`src/hdl/taqnt_pkg.sv`:
```
`default_nettype none

package taqnt_pkg;

  // default matrix size limit, in elements
  localparam int unsigned MaxElements = 32'd16777216;

  // byte address of the format register
  localparam logic [1:0] AddrFormat = 2'd0;

  // element format codes; any other code is handled as float32
  localparam logic [1:0] FmtBf16 = 2'd1;
  localparam logic [1:0] FmtHalf = 2'd2;

  // float32 bit pattern of 1e-10
  localparam logic [31:0] ScaleMin = 32'h2EDB_E6FF;

  typedef enum logic [2:0] {
    S_IDLE,
    S_EXEC,
    S_SUM,
    S_DINIT,
    S_DIV,
    S_NORM,
    S_LATCH,
    S_QOUT
  } state_e;

  typedef struct packed {
    logic load;   // capture input word
    logic align;  // accumulate: align operands
    logic sum;    // accumulate: add, round, count
    logic dinit;  // scale: load divider
    logic dstep;  // scale: one quotient bit
    logic nstep;  // scale: one normalising shift
    logic latch;  // scale: round and store
    logic qcmp;   // quantise: threshold compare
    logic qout;   // quantise: narrow and load output
  } cmd_t;

  typedef struct packed {
    logic op;
    logic last;
    logic cnt_full;
    logic sum_special;
    logic div_last;
    logic norm_done;
    logic out_free;
  } status_t;

endpackage

`default_nettype wire

```
`src/hdl/taqnt_ctrl.sv`:
```
`default_nettype none

module taqnt_ctrl (
  input  wire                clk_i,
  input  wire                rst_ni,
  input  wire                in_valid_i,
  output logic               in_stall_o,
  input  taqnt_pkg::status_t sts_i,
  output taqnt_pkg::cmd_t    cmd_o
);

  taqnt_pkg::state_e state_q, state_d;

  always_ff @(posedge clk_i or negedge rst_ni) begin
    if (!rst_ni) begin
      state_q <= taqnt_pkg::S_IDLE;
    end else begin
      state_q <= state_d;
    end
  end

  always_comb begin
    state_d    = state_q;
    cmd_o      = '0;
    in_stall_o = 1'b1;
    case (state_q)
      taqnt_pkg::S_IDLE: begin
        in_stall_o = 1'b0;
        if (in_valid_i) begin
          cmd_o.load = 1'b1;
          state_d    = taqnt_pkg::S_EXEC;
        end
      end
      taqnt_pkg::S_EXEC: begin
        // both units write disjoint registers; only the relevant one matters
        cmd_o.align = 1'b1;
        cmd_o.qcmp  = 1'b1;
        if (sts_i.op) begin
          state_d = taqnt_pkg::S_QOUT;
        end else if (!sts_i.cnt_full) begin
          state_d = taqnt_pkg::S_SUM;
        end else if (sts_i.last) begin
          state_d = taqnt_pkg::S_DINIT;
        end else begin
          state_d = taqnt_pkg::S_IDLE;
        end
      end
      taqnt_pkg::S_SUM: begin
        cmd_o.sum = 1'b1;
        state_d   = sts_i.last ? taqnt_pkg::S_DINIT : taqnt_pkg::S_IDLE;
      end
      taqnt_pkg::S_DINIT: begin
        cmd_o.dinit = 1'b1;
        state_d     = sts_i.sum_special ? taqnt_pkg::S_LATCH : taqnt_pkg::S_DIV;
      end
      taqnt_pkg::S_DIV: begin
        cmd_o.dstep = 1'b1;
        if (sts_i.div_last) begin
          state_d = taqnt_pkg::S_NORM;
        end
      end
      taqnt_pkg::S_NORM: begin
        if (sts_i.norm_done) begin
          state_d = taqnt_pkg::S_LATCH;
        end else begin
          cmd_o.nstep = 1'b1;
        end
      end
      taqnt_pkg::S_LATCH: begin
        cmd_o.latch = 1'b1;
        state_d     = taqnt_pkg::S_IDLE;
      end
      taqnt_pkg::S_QOUT: begin
        if (sts_i.out_free) begin
          cmd_o.qout = 1'b1;
          state_d    = taqnt_pkg::S_IDLE;
        end
      end
      default: begin
        state_d = taqnt_pkg::S_IDLE;
      end
    endcase
  end

endmodule

`default_nettype wire

```
`src/hdl/taqnt_dp.sv`:
```
`default_nettype none

module taqnt_dp #(
  parameter int unsigned MAX_ELEMENTS = taqnt_pkg::MaxElements
) (
  input  wire                 clk_i,
  input  wire                 rst_ni,
  input  taqnt_pkg::cmd_t     cmd_i,
  output taqnt_pkg::status_t  sts_o,
  input  wire  [1:0]          fmt_i,
  input  wire                 opcode_i,
  input  wire  [31:0]         value_bits_i,
  input  wire                 is_last_i,
  input  wire                 out_stall_i,
  output logic                out_valid_o,
  output logic [31:0]         quantized_bits_o,
  output logic                last_of_matrix_o,
  output logic                passed_through_o
);

  localparam int CW = $clog2(MAX_ELEMENTS + 1);  // element counter
  localparam int QW = 48 + CW;                    // quotient register
  localparam int SW = $clog2(QW);                 // divider step counter
  localparam int NW = $clog2(CW + 2);             // normalise shift counter

  // ---------------------------------------------------------------- formats
  function automatic logic [31:0] h2s(input logic [15:0] h);
    logic [4:0] ex;
    logic [9:0] man;
    logic [3:0] p;
    logic [3:0] n;
    logic [10:0] mn;
    logic [7:0] e;
    ex  = h[14:10];
    man = h[9:0];
    p   = '0;
    for (int i = 0; i < 10; i++) begin
      if (man[i]) p = 4'(i);
    end
    n  = 4'd10 - p;
    mn = {1'b0, man} << n;
    e  = 8'd113 - {4'd0, n};
    if (ex == 5'd0) begin
      h2s = (man == '0) ? {h[15], 31'd0} : {h[15], e, mn[9:0], 13'd0};
    end else if (ex == 5'h1f) begin
      h2s = {h[15], 8'hff, man, 13'd0};
    end else begin
      h2s = {h[15], {3'd0, ex} + 8'd112, man, 13'd0};
    end
  endfunction

  function automatic logic [15:0] s2h(input logic [31:0] x);
    logic [7:0] ex;
    logic [22:0] man;
    logic signed [9:0] e;
    logic [9:0] shift;
    logic [23:0] m;
    logic [23:0] q;
    logic [23:0] rem;
    logic [23:0] half;
    logic [14:0] h;
    logic [12:0] r13;
    ex    = x[30:23];
    man   = x[22:0];
    e     = $signed({2'd0, ex}) - 10'sd112;
    shift = 10'd14 - 10'(e);
    m     = {1'b1, man};
    q     = m >> shift[4:0];
    rem   = m & ~(24'hff_ffff << shift[4:0]);
    half  = 24'd1 << (shift[4:0] - 5'd1);
    h     = {e[4:0], man[22:13]};
    r13   = man[12:0];
    if (ex == 8'hff) begin
      s2h = {x[31], 5'h1f, (man != '0) ? (10'h200 | man[22:13]) : 10'd0};
    end else if (e >= 10'sd31) begin
      s2h = {x[31], 5'h1f, 10'd0};
    end else if (e <= 10'sd0) begin
      if (ex == 8'd0 || shift > 10'd24) begin
        s2h = {x[31], 15'd0};
      end else begin
        if (rem > half || (rem == half && q[0])) q = q + 24'd1;
        s2h = {x[31], q[14:0]};
      end
    end else begin
      if (r13 > 13'h1000 || (r13 == 13'h1000 && h[0])) h = h + 15'd1;
      s2h = {x[31], h};
    end
  endfunction

  function automatic logic [15:0] s2bf(input logic [31:0] x);
    logic [31:0] t;
    t = x + 32'h0000_7fff + {31'd0, x[16]};
    if (x[30:0] > 31'h7f80_0000) begin
      s2bf = x[31:16] | 16'h0040;
    end else begin
      s2bf = t[31:16];
    end
  endfunction

  // ------------------------------------------------------------ input word
  logic        op_q;
  logic [31:0] raw_q;
  logic        last_q;
  logic [31:0] w32;

  always_ff @(posedge clk_i) begin
    if (cmd_i.load) begin
      op_q   <= opcode_i;
      raw_q  <= value_bits_i;
      last_q <= is_last_i;
    end
  end

  always_comb begin
    case (fmt_i)
      taqnt_pkg::FmtBf16: w32 = {raw_q[15:0], 16'd0};
      taqnt_pkg::FmtHalf: w32 = h2s(raw_q[15:0]);
      default:            w32 = raw_q;
    endcase
  end

  // ---------------------------------------------------------- accumulator
  logic [31:0]   abs_sum_q;
  logic [CW-1:0] count_q;

  logic        al_spec_q;
  logic [31:0] al_spec_val_q;
  logic [7:0]  al_e_q;
  logic [23:0] al_ml_q;
  logic [49:0] al_ms_q;
  logic        al_st_q;

  logic [31:0] b_abs;
  logic        a_nan, b_nan, a_inf, b_inf;
  logic [7:0]  ea, eb, el, es, dexp;
  logic [23:0] ma, mb, ml, msm;
  logic [49:0] wide, shifted;
  logic        st;

  always_comb begin
    b_abs = {1'b0, w32[30:0]};
    a_nan = (abs_sum_q[30:23] == 8'hff) && (abs_sum_q[22:0] != '0);
    b_nan = (b_abs[30:23] == 8'hff) && (b_abs[22:0] != '0);
    a_inf = (abs_sum_q[30:23] == 8'hff) && (abs_sum_q[22:0] == '0);
    b_inf = (b_abs[30:23] == 8'hff) && (b_abs[22:0] == '0);
    ea    = (abs_sum_q[30:23] == 8'd0) ? 8'd1 : abs_sum_q[30:23];
    eb    = (b_abs[30:23] == 8'd0) ? 8'd1 : b_abs[30:23];
    ma    = {abs_sum_q[30:23] != 8'd0, abs_sum_q[22:0]};
    mb    = {b_abs[30:23] != 8'd0, b_abs[22:0]};
    if (eb > ea) begin
      el = eb; ml = mb; es = ea; msm = ma;
    end else begin
      el = ea; ml = ma; es = eb; msm = mb;
    end
    dexp = el - es;
    wide = {msm, 26'd0};
    if (dexp > 8'd49) begin
      shifted = '0;
      st      = |msm;
    end else begin
      shifted = wide >> dexp[5:0];
      st      = |(wide & ~({50{1'b1}} << dexp[5:0]));
    end
  end

  // add, normalise by one place at most (operands share a sign), round
  logic [50:0] sumw;
  logic [23:0] sm;
  logic        sg, sst, srnd;
  logic [8:0]  sef;
  logic [30:0] spk;
  logic [31:0] sum_res;

  always_comb begin
    sumw = {1'b0, al_ml_q, 26'd0} + {1'b0, al_ms_q};
    if (sumw[50]) begin
      sm  = sumw[50:27];
      sg  = sumw[26];
      sst = (|sumw[25:0]) | al_st_q;
      sef = {1'b0, al_e_q} + 9'd1;
    end else begin
      sm  = sumw[49:26];
      sg  = sumw[25];
      sst = (|sumw[24:0]) | al_st_q;
      sef = sumw[49] ? {1'b0, al_e_q} : 9'd0;
    end
    srnd = sg & (sst | sm[0]);
    spk  = {sef[7:0], sm[22:0]} + {30'd0, srnd};
    if (al_spec_q) begin
      sum_res = al_spec_val_q;
    end else if (sef >= 9'd255) begin
      sum_res = 32'h7f80_0000;
    end else begin
      sum_res = {1'b0, spk};
    end
  end

  // ------------------------------------------------------- scale divider
  logic [QW-1:0] nq_q;
  logic [CW-1:0] rem_q;
  logic [CW-1:0] dvs_q;
  logic [SW-1:0] step_q;
  logic [NW-1:0] nsh_q;
  logic [31:0]   scale_q;
  logic          skip_q;

  logic [CW:0]   dtmp;
  logic          dge;
  logic [23:0]   lm;
  logic          lg, lst, lrnd;
  logic [9:0]    lexp;
  logic [30:0]   lpk;
  logic [31:0]   lscale;

  always_comb begin
    dtmp = {rem_q, nq_q[QW-1]};
    dge  = dtmp >= {1'b0, dvs_q};
    lm   = nq_q[QW-1 -: 24];
    lg   = nq_q[QW-25];
    lst  = (|nq_q[QW-26:0]) | (rem_q != '0);
    lrnd = lg & (lst | lm[0]);
    lexp = {2'd0, abs_sum_q[30:23]} - 10'(nsh_q);
    lpk  = {lexp[7:0], lm[22:0]} + {30'd0, lrnd};
    if (abs_sum_q[30:23] == 8'hff) begin
      lscale = abs_sum_q;
    end else if (abs_sum_q[30:23] == 8'd0 || lexp[9] || lexp == 10'd0) begin
      lscale = '0;  // far below threshold: value never used
    end else begin
      lscale = {1'b0, lpk};
    end
  end

  always_ff @(posedge clk_i or negedge rst_ni) begin
    if (!rst_ni) begin
      abs_sum_q <= '0;
      count_q   <= '0;
      scale_q   <= '0;
      skip_q    <= 1'b0;
    end else begin
      if (cmd_i.sum) begin
        abs_sum_q <= sum_res;
        count_q   <= count_q + CW'(1);
      end
      if (cmd_i.latch) begin
        scale_q   <= lscale;
        skip_q    <= lscale < taqnt_pkg::ScaleMin;
        abs_sum_q <= '0;
        count_q   <= '0;
      end
    end
  end

  always_ff @(posedge clk_i) begin
    if (cmd_i.align) begin
      al_spec_q     <= a_nan | b_nan | a_inf | b_inf;
      al_spec_val_q <= a_nan ? (abs_sum_q | 32'h0040_0000) :
                       b_nan ? (b_abs | 32'h0040_0000) : 32'h7f80_0000;
      al_e_q        <= el;
      al_ml_q       <= ml;
      al_ms_q       <= shifted;
      al_st_q       <= st;
    end
    if (cmd_i.dinit) begin
      nq_q   <= {1'b1, abs_sum_q[22:0], {(24 + CW){1'b0}}};
      rem_q  <= '0;
      dvs_q  <= (count_q == '0) ? CW'(1) : count_q;
      step_q <= '0;
      nsh_q  <= '0;
    end
    if (cmd_i.dstep) begin
      rem_q  <= dge ? CW'(dtmp - {1'b0, dvs_q}) : dtmp[CW-1:0];
      nq_q   <= {nq_q[QW-2:0], dge};
      step_q <= step_q + SW'(1);
    end
    if (cmd_i.nstep) begin
      nq_q  <= {nq_q[QW-2:0], 1'b0};
      nsh_q <= nsh_q + NW'(1);
    end
  end

  // ------------------------------------------------------------ quantise
  logic [31:0] res_q;
  logic        passed_q;

  logic        w_nan, w_inf, s_nan, s_inf;
  logic [7:0]  ewp;
  logic signed [9:0] kk;
  logic [23:0] mw, ms;
  logic [48:0] rhs;
  logic [71:0] lhs;
  logic        gt;
  logic [31:0] qres;

  always_comb begin
    w_nan = (w32[30:23] == 8'hff) && (w32[22:0] != '0);
    w_inf = (w32[30:23] == 8'hff) && (w32[22:0] == '0);
    s_nan = (scale_q[30:23] == 8'hff) && (scale_q[22:0] != '0);
    s_inf = (scale_q[30:23] == 8'hff) && (scale_q[22:0] == '0);
    ewp   = (w32[30:23] == 8'd0) ? 8'd1 : w32[30:23];
    kk    = $signed({2'd0, ewp}) - $signed({2'd0, scale_q[30:23]}) + 10'sd25;
    mw    = {w32[30:23] != 8'd0, w32[22:0]};
    ms    = {1'b1, scale_q[22:0]};
    // |w| > scale * (0.5 + 2^-25) decides a rounded quotient above one half
    rhs   = {1'b0, ms, 24'd0} + {25'd0, ms};
    lhs   = {48'd0, mw} << kk[5:0];
    if (kk >= 10'sd49) begin
      gt = 1'b1;
    end else if (kk <= 10'sd23) begin
      gt = 1'b0;
    end else begin
      gt = lhs > {23'd0, rhs};
    end
    if (w_nan) begin
      qres = w32 | 32'h0040_0000;
    end else if (s_nan) begin
      qres = scale_q | 32'h0040_0000;
    end else if (s_inf) begin
      qres = 32'hffc0_0000;
    end else if (w_inf || (gt && w32[30:0] != '0)) begin
      qres = {w32[31], scale_q[30:0]};
    end else begin
      qres = {w32[31], 31'd0};
    end
  end

  logic [31:0] final_bits;

  always_comb begin
    if (passed_q) begin
      final_bits = (fmt_i == taqnt_pkg::FmtBf16 || fmt_i == taqnt_pkg::FmtHalf) ?
                   {16'd0, raw_q[15:0]} : raw_q;
    end else begin
      case (fmt_i)
        taqnt_pkg::FmtBf16: final_bits = {16'd0, s2bf(res_q)};
        taqnt_pkg::FmtHalf: final_bits = {16'd0, s2h(res_q)};
        default:            final_bits = res_q;
      endcase
    end
  end

  always_ff @(posedge clk_i) begin
    if (cmd_i.qcmp) begin
      res_q    <= qres;
      passed_q <= skip_q | (scale_q < taqnt_pkg::ScaleMin);
    end
    if (cmd_i.qout) begin
      quantized_bits_o <= final_bits;
      last_of_matrix_o <= last_q;
      passed_through_o <= passed_q;
    end
  end

  // -------------------------------------------------------- output word
  always_ff @(posedge clk_i or negedge rst_ni) begin
    if (!rst_ni) begin
      out_valid_o <= 1'b0;
    end else if (cmd_i.qout) begin
      out_valid_o <= 1'b1;
    end else if (!out_stall_i) begin
      out_valid_o <= 1'b0;
    end
  end

  always_comb begin
    sts_o.op          = op_q;
    sts_o.last        = last_q;
    sts_o.cnt_full    = count_q >= CW'(MAX_ELEMENTS);
    sts_o.sum_special = (abs_sum_q[30:23] == 8'd0) || (abs_sum_q[30:23] == 8'hff);
    sts_o.div_last    = step_q == SW'(QW - 1);
    sts_o.norm_done   = nq_q[QW-1];
    sts_o.out_free    = !out_valid_o || !out_stall_i;
  end

endmodule

`default_nettype wire

```
`src/hdl/ternary_absmean_weight_quantizer_top.sv`:
```
// Ternary absmean weight quantiser.
// Software streams one weight matrix twice over the input channel. Words with
// opcode 0 add |w| (in float32) to a running sum; the word marked last turns
// the sum into scale = sum / count. Words with opcode 1 each return one
// result word: +scale, -scale or signed zero in the element format, or the
// element unchanged with passed_through set when scale is below 1e-10.
// Element format (float32, bfloat16, float16) is set through the APB register
// at address 0 and must only change while the block is idle.
// Flow: one word at a time. The last accumulate word also starts a restoring
// divide of 48 + counter width steps (73 by default), then normalising shifts
// and a rounding step; a zero, subnormal or non-finite sum skips to rounding.
// A quantise word is compared into a result register and then loaded into the
// output register once that register is free.
// The output register frees the datapath: a new word is taken while a
// result waits. If the receiver stalls, the next quantise result waits in
// the datapath until the register is free, and input stall is held.
// Reset clears the sum, count, scale and format; quantising before any scale
// passes every element through.
`default_nettype none

module ternary_absmean_weight_quantizer_top #(
  parameter int unsigned MAX_ELEMENTS = taqnt_pkg::MaxElements
) (
  input  wire         clk_i,
  input  wire         rst_ni,
  // input words
  input  wire         in_valid_i,
  output logic        in_stall_o,
  input  wire         opcode_i,
  input  wire  [31:0] value_bits_i,
  input  wire         is_last_i,
  // result words
  output logic        out_valid_o,
  input  wire         out_stall_i,
  output logic [31:0] quantized_bits_o,
  output logic        last_of_matrix_o,
  output logic        passed_through_o,
  // register port
  input  wire         psel,
  input  wire         penable,
  input  wire         pwrite,
  input  wire  [1:0]  paddr,
  input  wire  [31:0] pwdata,
  output logic [31:0] prdata,
  output logic        pready
);

  taqnt_pkg::cmd_t    cmd;
  taqnt_pkg::status_t sts;

  // format register, the only one
  logic [1:0] fmt_q;

  always_ff @(posedge clk_i or negedge rst_ni) begin
    if (!rst_ni) begin
      fmt_q <= 2'd0;
    end else if (psel && penable && pwrite) begin
      fmt_q <= pwdata[1:0];
    end
  end

  assign pready = 1'b1;
  assign prdata = (paddr == taqnt_pkg::AddrFormat) ? {30'd0, fmt_q} : 32'd0;

  taqnt_ctrl u_ctrl (
    .clk_i      (clk_i),
    .rst_ni     (rst_ni),
    .in_valid_i (in_valid_i),
    .in_stall_o (in_stall_o),
    .sts_i      (sts),
    .cmd_o      (cmd)
  );

  taqnt_dp #(
    .MAX_ELEMENTS (MAX_ELEMENTS)
  ) u_dp (
    .clk_i            (clk_i),
    .rst_ni           (rst_ni),
    .cmd_i            (cmd),
    .sts_o            (sts),
    .fmt_i            (fmt_q),
    .opcode_i         (opcode_i),
    .value_bits_i     (value_bits_i),
    .is_last_i        (is_last_i),
    .out_stall_i      (out_stall_i),
    .out_valid_o      (out_valid_o),
    .quantized_bits_o (quantized_bits_o),
    .last_of_matrix_o (last_of_matrix_o),
    .passed_through_o (passed_through_o)
  );

endmodule

`default_nettype wire
```
`config.mk`:
```
export PLATFORM = sky130hd
export DESIGN_NAME = ternary_absmean_weight_quantizer_top
export DESIGN_NICKNAME = d
export VERILOG_FILES = /design/src/hdl/taqnt_pkg.sv /design/src/hdl/taqnt_ctrl.sv /design/src/hdl/taqnt_dp.sv /design/src/hdl/ternary_absmean_weight_quantizer_top.sv
export SDC_FILE = /design/constraint.sdc
export NUM_CORES = 2
export LEC_CHECK = 0
export BUFFER_PORTS_ARGS = -buffer_cell sky130_fd_sc_hd__buf_4
export CAP_MARGIN = 10
export CORE_AREA = 2 2 271 273
export CTS_CLUSTER_DIAMETER = 30
export CTS_CLUSTER_SIZE = 20
export DETAILED_ROUTE_END_ITERATION = 8
export DIE_AREA = 0 0 273 275
export PLACE_DENSITY_LB_ADDON = 0.08
export SYNTH_ARGS = -nofsm -noshare
export SYNTH_HDL_FRONTEND = slang
export SYNTH_HIERARCHICAL = 1
export SYNTH_SLANG_ARGS = --single-unit
```
`constraint.sdc`:
```
create_clock -name clk_i -period 11.15 [get_ports clk_i]
set_input_delay 1.6725 -clock clk_i [delete_from_list [all_inputs] [get_ports clk_i]]
set_output_delay 1.6725 -clock clk_i [all_outputs]
set_load 0.03 [all_outputs]
```
Word level (Yosys, flattened, before mapping)
Index checks and enable logic that the tools add are counted.
{ "totals": {"reg_bits": 448, "input_bits": 75} }
{ "classes": {"n_addsub": 23, "order_cmp": 16, "eq_ne": 22, "shifts": 7, "mux": 87, "n_bitwise": 15, "n_reduce_logical": 53} }
{ "ops": {"columns": ["operator", "count"], "rows": [
  ["$mux W32", 10],
  ["$mux W73", 3],
  ["$mux W31", 7],
  ["$pmux W32 S2", 2],
  ["$mux W25", 5],
  ["$reduce_bool A23 Y1", 4],
  ["$mux W15", 6],
  ["$gt A72 B49 Y1", 1],
  ["$shl A24 B6 Y72", 1],
  ["$logic_not A23 Y1", 3],
  ["$lt A32 B30 Y1 const B", 2],
  ["$add A31 B1 Y31", 2],
  ["$add A50 B50 Y51", 1],
  ["$and A50 B50 Y50", 1],
  ["$not A50 Y50", 1],
  ["$reduce_or A50 Y1", 1],
  ["$shl A50 B6 Y50 const A", 1],
  ["$shr A50 B6 Y50", 1],
  ["$add A48 B24 Y49", 1],
  ["$mux W24", 2],
  ["$reduce_or A48 Y1", 1],
  ["$mux W8", 5],
  ["$add A32 B1 Y32", 1],
  ["$add A32 B15 Y32 const B", 1],
  ["79 further kinds", 160]
]} }

Longest topological paths before layout
{ "logic_depth": {"word_depth": 29, "ltp_mapped": 46, "ltp_nobuf": 40} }

By module
The synthesis kept the hierarchy.
{ "modules_own_cells": {"columns": ["module", "n_inst", "cells_each", "area_each_um2", "seq_area_each_um2"], "rows": [
  ["taqnt_dp", 1, 4054, 35002.3, 12837.3],
  ["ternary_absmean_weight_quantizer_top", 1, 40, 345.3, 50.0],
  ["taqnt_ctrl", 1, 45, 307.8, 75.1]
]} }

Least setup slack after synthesis
OpenSTA, ideal clock, no wires.
{ "synth_timing": {"kind": "register to register", "start": "reg u_dp.raw_q[5]", "end": "reg u_dp.res_q[18] (data pin)", "setup_ps": 257, "t_arrival_ps": 8656, "path_slack_ps": 2237, "stages_incl_launch_ff": 47, "cell_sequence": "edfxtp_1 buf_6 nor3b_1 or3_1 buf_2 nor2_2 inv_2 ha_1 nor3_1 nand2_2 nand2_4 clkinv_4 ha_1 a211o_1 a31oi_1 a41oi_2 ha_1 clkbuf_1 [11 not listed] nor2_1 a21oi_1 nor2_1 ha_1 a21o_1 a21o_1 a21oi_1 nor2b_1 o21ai_0 nand2b_1 a21oi_1 o31ai_1 nand4_1 a21oi_1 o21ai_0 a31oi_1 buf_2 a32o_1"} }
{ "synth_via": {"elab_chain_cells": 25, "elab_cells_between_ends": 37, "cone_classes": "4 x add/sub; 3 x order compare; 1 x eq/ne; 2 x shift; 17 x mux; 10 x reduce/logical"} }
{ "synth_rtl": {"columns": ["item", "line_no", "rtl"], "rows": [
  ["start: declaration", "taqnt_dp.sv:102", "logic [31:0] raw_q;"],
  ["start signal: assignment", "taqnt_dp.sv:109", "raw_q <= value_bits_i;"],
  ["$mux W3 (3 in series)", "taqnt_dp.sv:38", "if (man[i]) p = 4'(i);"],
  ["$mux W4 (2 in series)", "taqnt_dp.sv:38", null],
  ["$mux W4", "taqnt_dp.sv:115", "case (fmt_i)"],
  ["$sub A4 B4 Y4", "taqnt_dp.sv:40", "n = 4'd10 - p;"],
  ["$sub A7 B4 Y8", "taqnt_dp.sv:42", "e = 8'd113 - {4'd0, n};"],
  ["$mux W31", "taqnt_dp.sv:44", "h2s = (man == '0) ? {h[15], 31'd0} : {h[15], e, mn[9:0], 13'd0};"],
  ["$mux W31", "taqnt_dp.sv:43", "if (ex == 5'd0) begin"],
  ["$pmux W32 S2 *", "taqnt_dp.sv:115", null],
  ["[7 not listed]", null, null],
  ["$mux W1", "taqnt_dp.sv:306", "if (kk >= 10'sd49) begin"],
  ["$logic_and A1 B1 Y1", "taqnt_dp.sv:319", "end else if (w_inf || (gt && w32[30:0] != '0)) begin"],
  ["$logic_or A1 B1 Y1", "taqnt_dp.sv:319", null],
  ["$mux W31", "taqnt_dp.sv:319", null],
  ["$mux W32", "taqnt_dp.sv:317", "end else if (s_inf) begin"],
  ["$mux W32", "taqnt_dp.sv:315", "end else if (s_nan) begin"],
  ["$mux W32 *", "taqnt_dp.sv:313", "if (w_nan) begin"],
  ["via u_dp.qres[18]", "taqnt_dp.sv:292", "logic [31:0] qres;"],
  ["end signal: assignment", "taqnt_dp.sv:343", "res_q <= qres;"],
  ["end: declaration", "taqnt_dp.sv:282", "logic [31:0] res_q;"]
]} }
The timed path passes the listed nets; every way through them passes the cells marked *. The select of a mux whose other input is x is not followed.
A chain may end at the register's enable or synchronous reset.

Final worst setup path
{ "layout_timing": {"start": "reg u_dp.raw_q[8]", "end": "reg u_dp.res_q[13] (data pin)"} }
{ "layout_via": {"elab_chain_cells": 22, "elab_cells_between_ends": 34, "cone_classes": "4 x add/sub; 3 x order compare; 1 x eq/ne; 2 x shift; 14 x mux; 10 x reduce/logical"} }
{ "layout_rtl": {"columns": ["item", "line_no", "rtl"], "rows": [
  ["$mux W4 (2 in series)", "taqnt_dp.sv:38", null],
  ["$mux W4", "taqnt_dp.sv:115", null],
  ["$sub A4 B4 Y4", "taqnt_dp.sv:40", null],
  ["$sub A7 B4 Y8", "taqnt_dp.sv:42", null],
  ["$mux W31", "taqnt_dp.sv:44", null],
  ["$mux W31", "taqnt_dp.sv:43", null],
  ["$pmux W32 S2 *", "taqnt_dp.sv:115", null],
  ["$logic_not A8 Y1", "taqnt_dp.sv:299", "ewp = (w32[30:23] == 8'd0) ? 8'd1 : w32[30:23];"],
  ["[6 not listed]", null, null],
  ["$mux W1", "taqnt_dp.sv:306", null],
  ["$logic_and A1 B1 Y1", "taqnt_dp.sv:319", null],
  ["$logic_or A1 B1 Y1", "taqnt_dp.sv:319", null],
  ["$mux W31", "taqnt_dp.sv:319", null],
  ["$mux W32", "taqnt_dp.sv:317", null],
  ["$mux W32", "taqnt_dp.sv:315", null],
  ["$mux W32 *", "taqnt_dp.sv:313", null],
  ["via u_dp.qres[13]", "taqnt_dp.sv:292", null]
]} }
Marks and branches as above.

==> run metrics <==
HP Class reg2reg; core outline area 72,300 um2; post-synthesis sequential area ratio 0.364; die area 75,100 um2; number of synthesized flops with an enable pin 351; minimum clock period 10.48 ns; main flop type after synthesis edfxtp_1; RSZ-0062 raised after global routing false; post-route ant nets 0; vias per cell 6.29; Vias 32,700; first-pass iteration count of the detailed router 6; part of the cycle the worst path needs 0.940; routing usage on met3 0.0628; status finished, final reports clean; Worst path slowest cell ha_1; cell area after synthesis 35,700 um2; antenna violations before repair 2; clock buffer count from CTS 105; GRT Overall Usage 0.318; Syn Area/Cell 8.61 um2; I/O Buffers 82; Die Ht 275 um; GP Congestion 0.975; final setup fails 0; post-CTS setup buffer count 0; # diodes 0; met1 Use GR 0.442; vias in the first global route 30,700; most frequent cells in the layout nand2_1, nor2_1, edfxtp_1; DRC viols 0; Multi-input gate area 21,100 um2; Most Used Layer, Global Route met2; ratio of cells with drive above 1 in the final layout 0.118; I/O pins 144; maximum number of pins on one net before global-route repair 150; final setup margin 0.672 ns; Worst-path clk slew 0.05 ns; root buffer cell clkbuf_16; slew margin rel. 0.219; number of synthesized register bits 448; ys async rst share 0.214; setup TNS 0 ns; final WL 121 mm; most frequent CP cell ha_1; Initial Util 0.493; grt ovf 0; Cells after Synth 4,139; most common cell after layout, fill and taps aside nand2_1; Final Util 0.565; routed len/inst 23.3 um; CTS tree yes; Resize count post-CTS 0; clk sinks 448; pre-CTS WS 0.983 ns; Syn. warnings 6; CP max FO 31; synth unique cells 106; Final Max Tran Viols 0; routing usage on met2 0.489; Clock Path Buffers 3; Filler cells 6,633; Crit path arrival time 10.88 ns; Die X 273 um; first-pass GRT wire length 185 mm; worst hold slack 0.470 ns; startpoint types flop; Final HPWL DP 87.4 mm; H-tree depth 3; area delta synth->final 14.7%; Critical Path Sink Type flop; row count 99; nets@finish 4,400; Hold Vio Cnt, Final 0; clock latency on the worst-skew pair 0.68 ns; register area 13,000 um2; critical path class reg2reg; worst endpoint required time 11.55 ns; max cap viols 0; clock skew 0.0483 ns; slowest stage delay, CP 0.82 ns; fmax 95.4 MHz; pin slew with the least headroom to its limit 1.17 ns; cts hold-fix bufs 0; initial DRC count 3,762
==> registers in the layout, indices dropped and copies added (netlist names), 8 cells and up <==
| name | cells |
|---|---|
| u_dp/al_ms_q | 50 |
| u_dp/dvs_q | 25 |
| u_dp/res_q | 32 |
| u_dp/count_q | 25 |
| u_dp/al_spec_val_q | 32 |
| u_dp/al_ml_q | 24 |
| u_dp/nq_q | 73 |
| u_dp/abs_sum_q | 32 |
| u_dp/scale_q | 32 |
| u_dp/raw_q | 32 |
| u_dp/quantized_bits_o | 32 |
| u_dp/al_e_q | 8 |
| u_dp/rem_q | 25 |
==> kinds of logic after synthesis <==
logic type / share of synthesized area
muxes: 0.0602
AOI/OAI and AO/OA: 0.203
other: 0.000316
adders and majority gates: 0.0630
DFF: 0.364
buffers and inverters: 0.0532
and+or+nand+nor: 0.210
xor gates and xnor gates: 0.0472
==> per-stage QoR <==
stage,std cells,instance area (um2)
finish,5199,40900
global route,5199,40900
CTS,5199,40900
detailed placement,5000,37100
global placement,5000,37100
floorplan,4175,35800
==> final cells by class <==
cell class	count	area share
inverter	157	0.0145
multi-input combinational	3272	0.516
clock inverter	79	0.0259
clock buffer	120	0.0664
sequential	448	0.317
tap	959	0.0293
timing repair buffer	164	0.0304
==> worst paths after layout <==
check	start	end	slack (ns)	cells past startpoint
setup / recovery	u_dp/raw_q[8]	u_dp/res_q[13]	0.67	40
max in group asynchronous	rst_ni	u_dp/scale_q[7]	8.82	2
hold / removal	u_dp/al_spec_val_q[20]	u_dp/abs_sum_q[20]	0.47	2
setup reg to reg	u_dp/raw_q[8]	u_dp/res_q[13]	0.67	40
hold reg to reg	u_dp/al_spec_val_q[20]	u_dp/abs_sum_q[20]	0.47	2
min in group asynchronous	rst_ni	u_dp/count_q[15]	1.06	1
==> critical path: cells and delay by family, from the launching register on <==
kind / cells / cell delay (ns)
AO/OA/AOI/OAI: 17 / 3.69
adder cells (fa/ha/maj): 6 / 2.58
buffers and inverters: 5 / 0.73
flip-flops: 1 / 0.73
multiplexers: 1 / 0.41
AND/OR/NAND/NOR: 11 / 2.12
==> synth_stat cells, types with 11 or more instances <==
cell type | instances | area (um2)
nand2_1 | 439 | 1650
nor2_1 | 434 | 1630
edfxtp_1 | 351 | 10500
a21oi_1 | 275 | 1380
o21ai_0 | 268 | 1340
clkbuf_1 | 208 | 781
ha_1 | 173 | 2160
nand3_1 | 149 | 746
inv_1 | 147 | 552
mux2i_1 | 127 | 1270
xnor2_1 | 103 | 902
dfrtp_1 | 96 | 2400
nor2b_1 | 94 | 588
nor3_1 | 92 | 460
xor2_1 | 89 | 780
nor4_1 | 68 | 425
nand4_1 | 60 | 375
and3_1 | 55 | 344
a211oi_1 | 50 | 375
o21a_1 | 47 | 353
a21o_1 | 46 | 345
mux2_2 | 45 | 507
buf_4 | 39 | 293
a31oi_1 | 38 | 238
o31ai_1 | 38 | 285
nand2b_1 | 37 | 231
and2_1 | 33 | 206
a22oi_1 | 32 | 240
o22ai_1 | 32 | 200
o211ai_1 | 31 | 233
buf_1 | 30 | 113
or3_1 | 25 | 156
a32o_1 | 21 | 210
buf_2 | 19 | 95.1
o221ai_1 | 18 | 158
or2_2 | 18 | 113
a32oi_1 | 16 | 140
a21boi_0 | 15 | 113
mux4_2 | 15 | 338
nor3b_1 | 14 | 105
o22a_1 | 14 | 123
o21ai_1 | 13 | 65.1
a221oi_1 | 12 | 105
a221o_1 | 11 | 110
==> routing by layer <==
| layer | up-vias | part of all wire | routed length (um) |
|---|---|---|---|
| met5 | - | 0.00027 | 33 |
| met4 | 4 | 0.040 | 4860 |
| met3 | 294 | 0.094 | 11400 |
| met2 | 1581 | 0.44 | 53300 |
| met1 | 15600 | 0.43 | 51500 |
| li1 | 15200 | - | - |
Power is not shown: default switching activity piles up to over one toggle a cycle in this logic, so the estimate is an artifact.
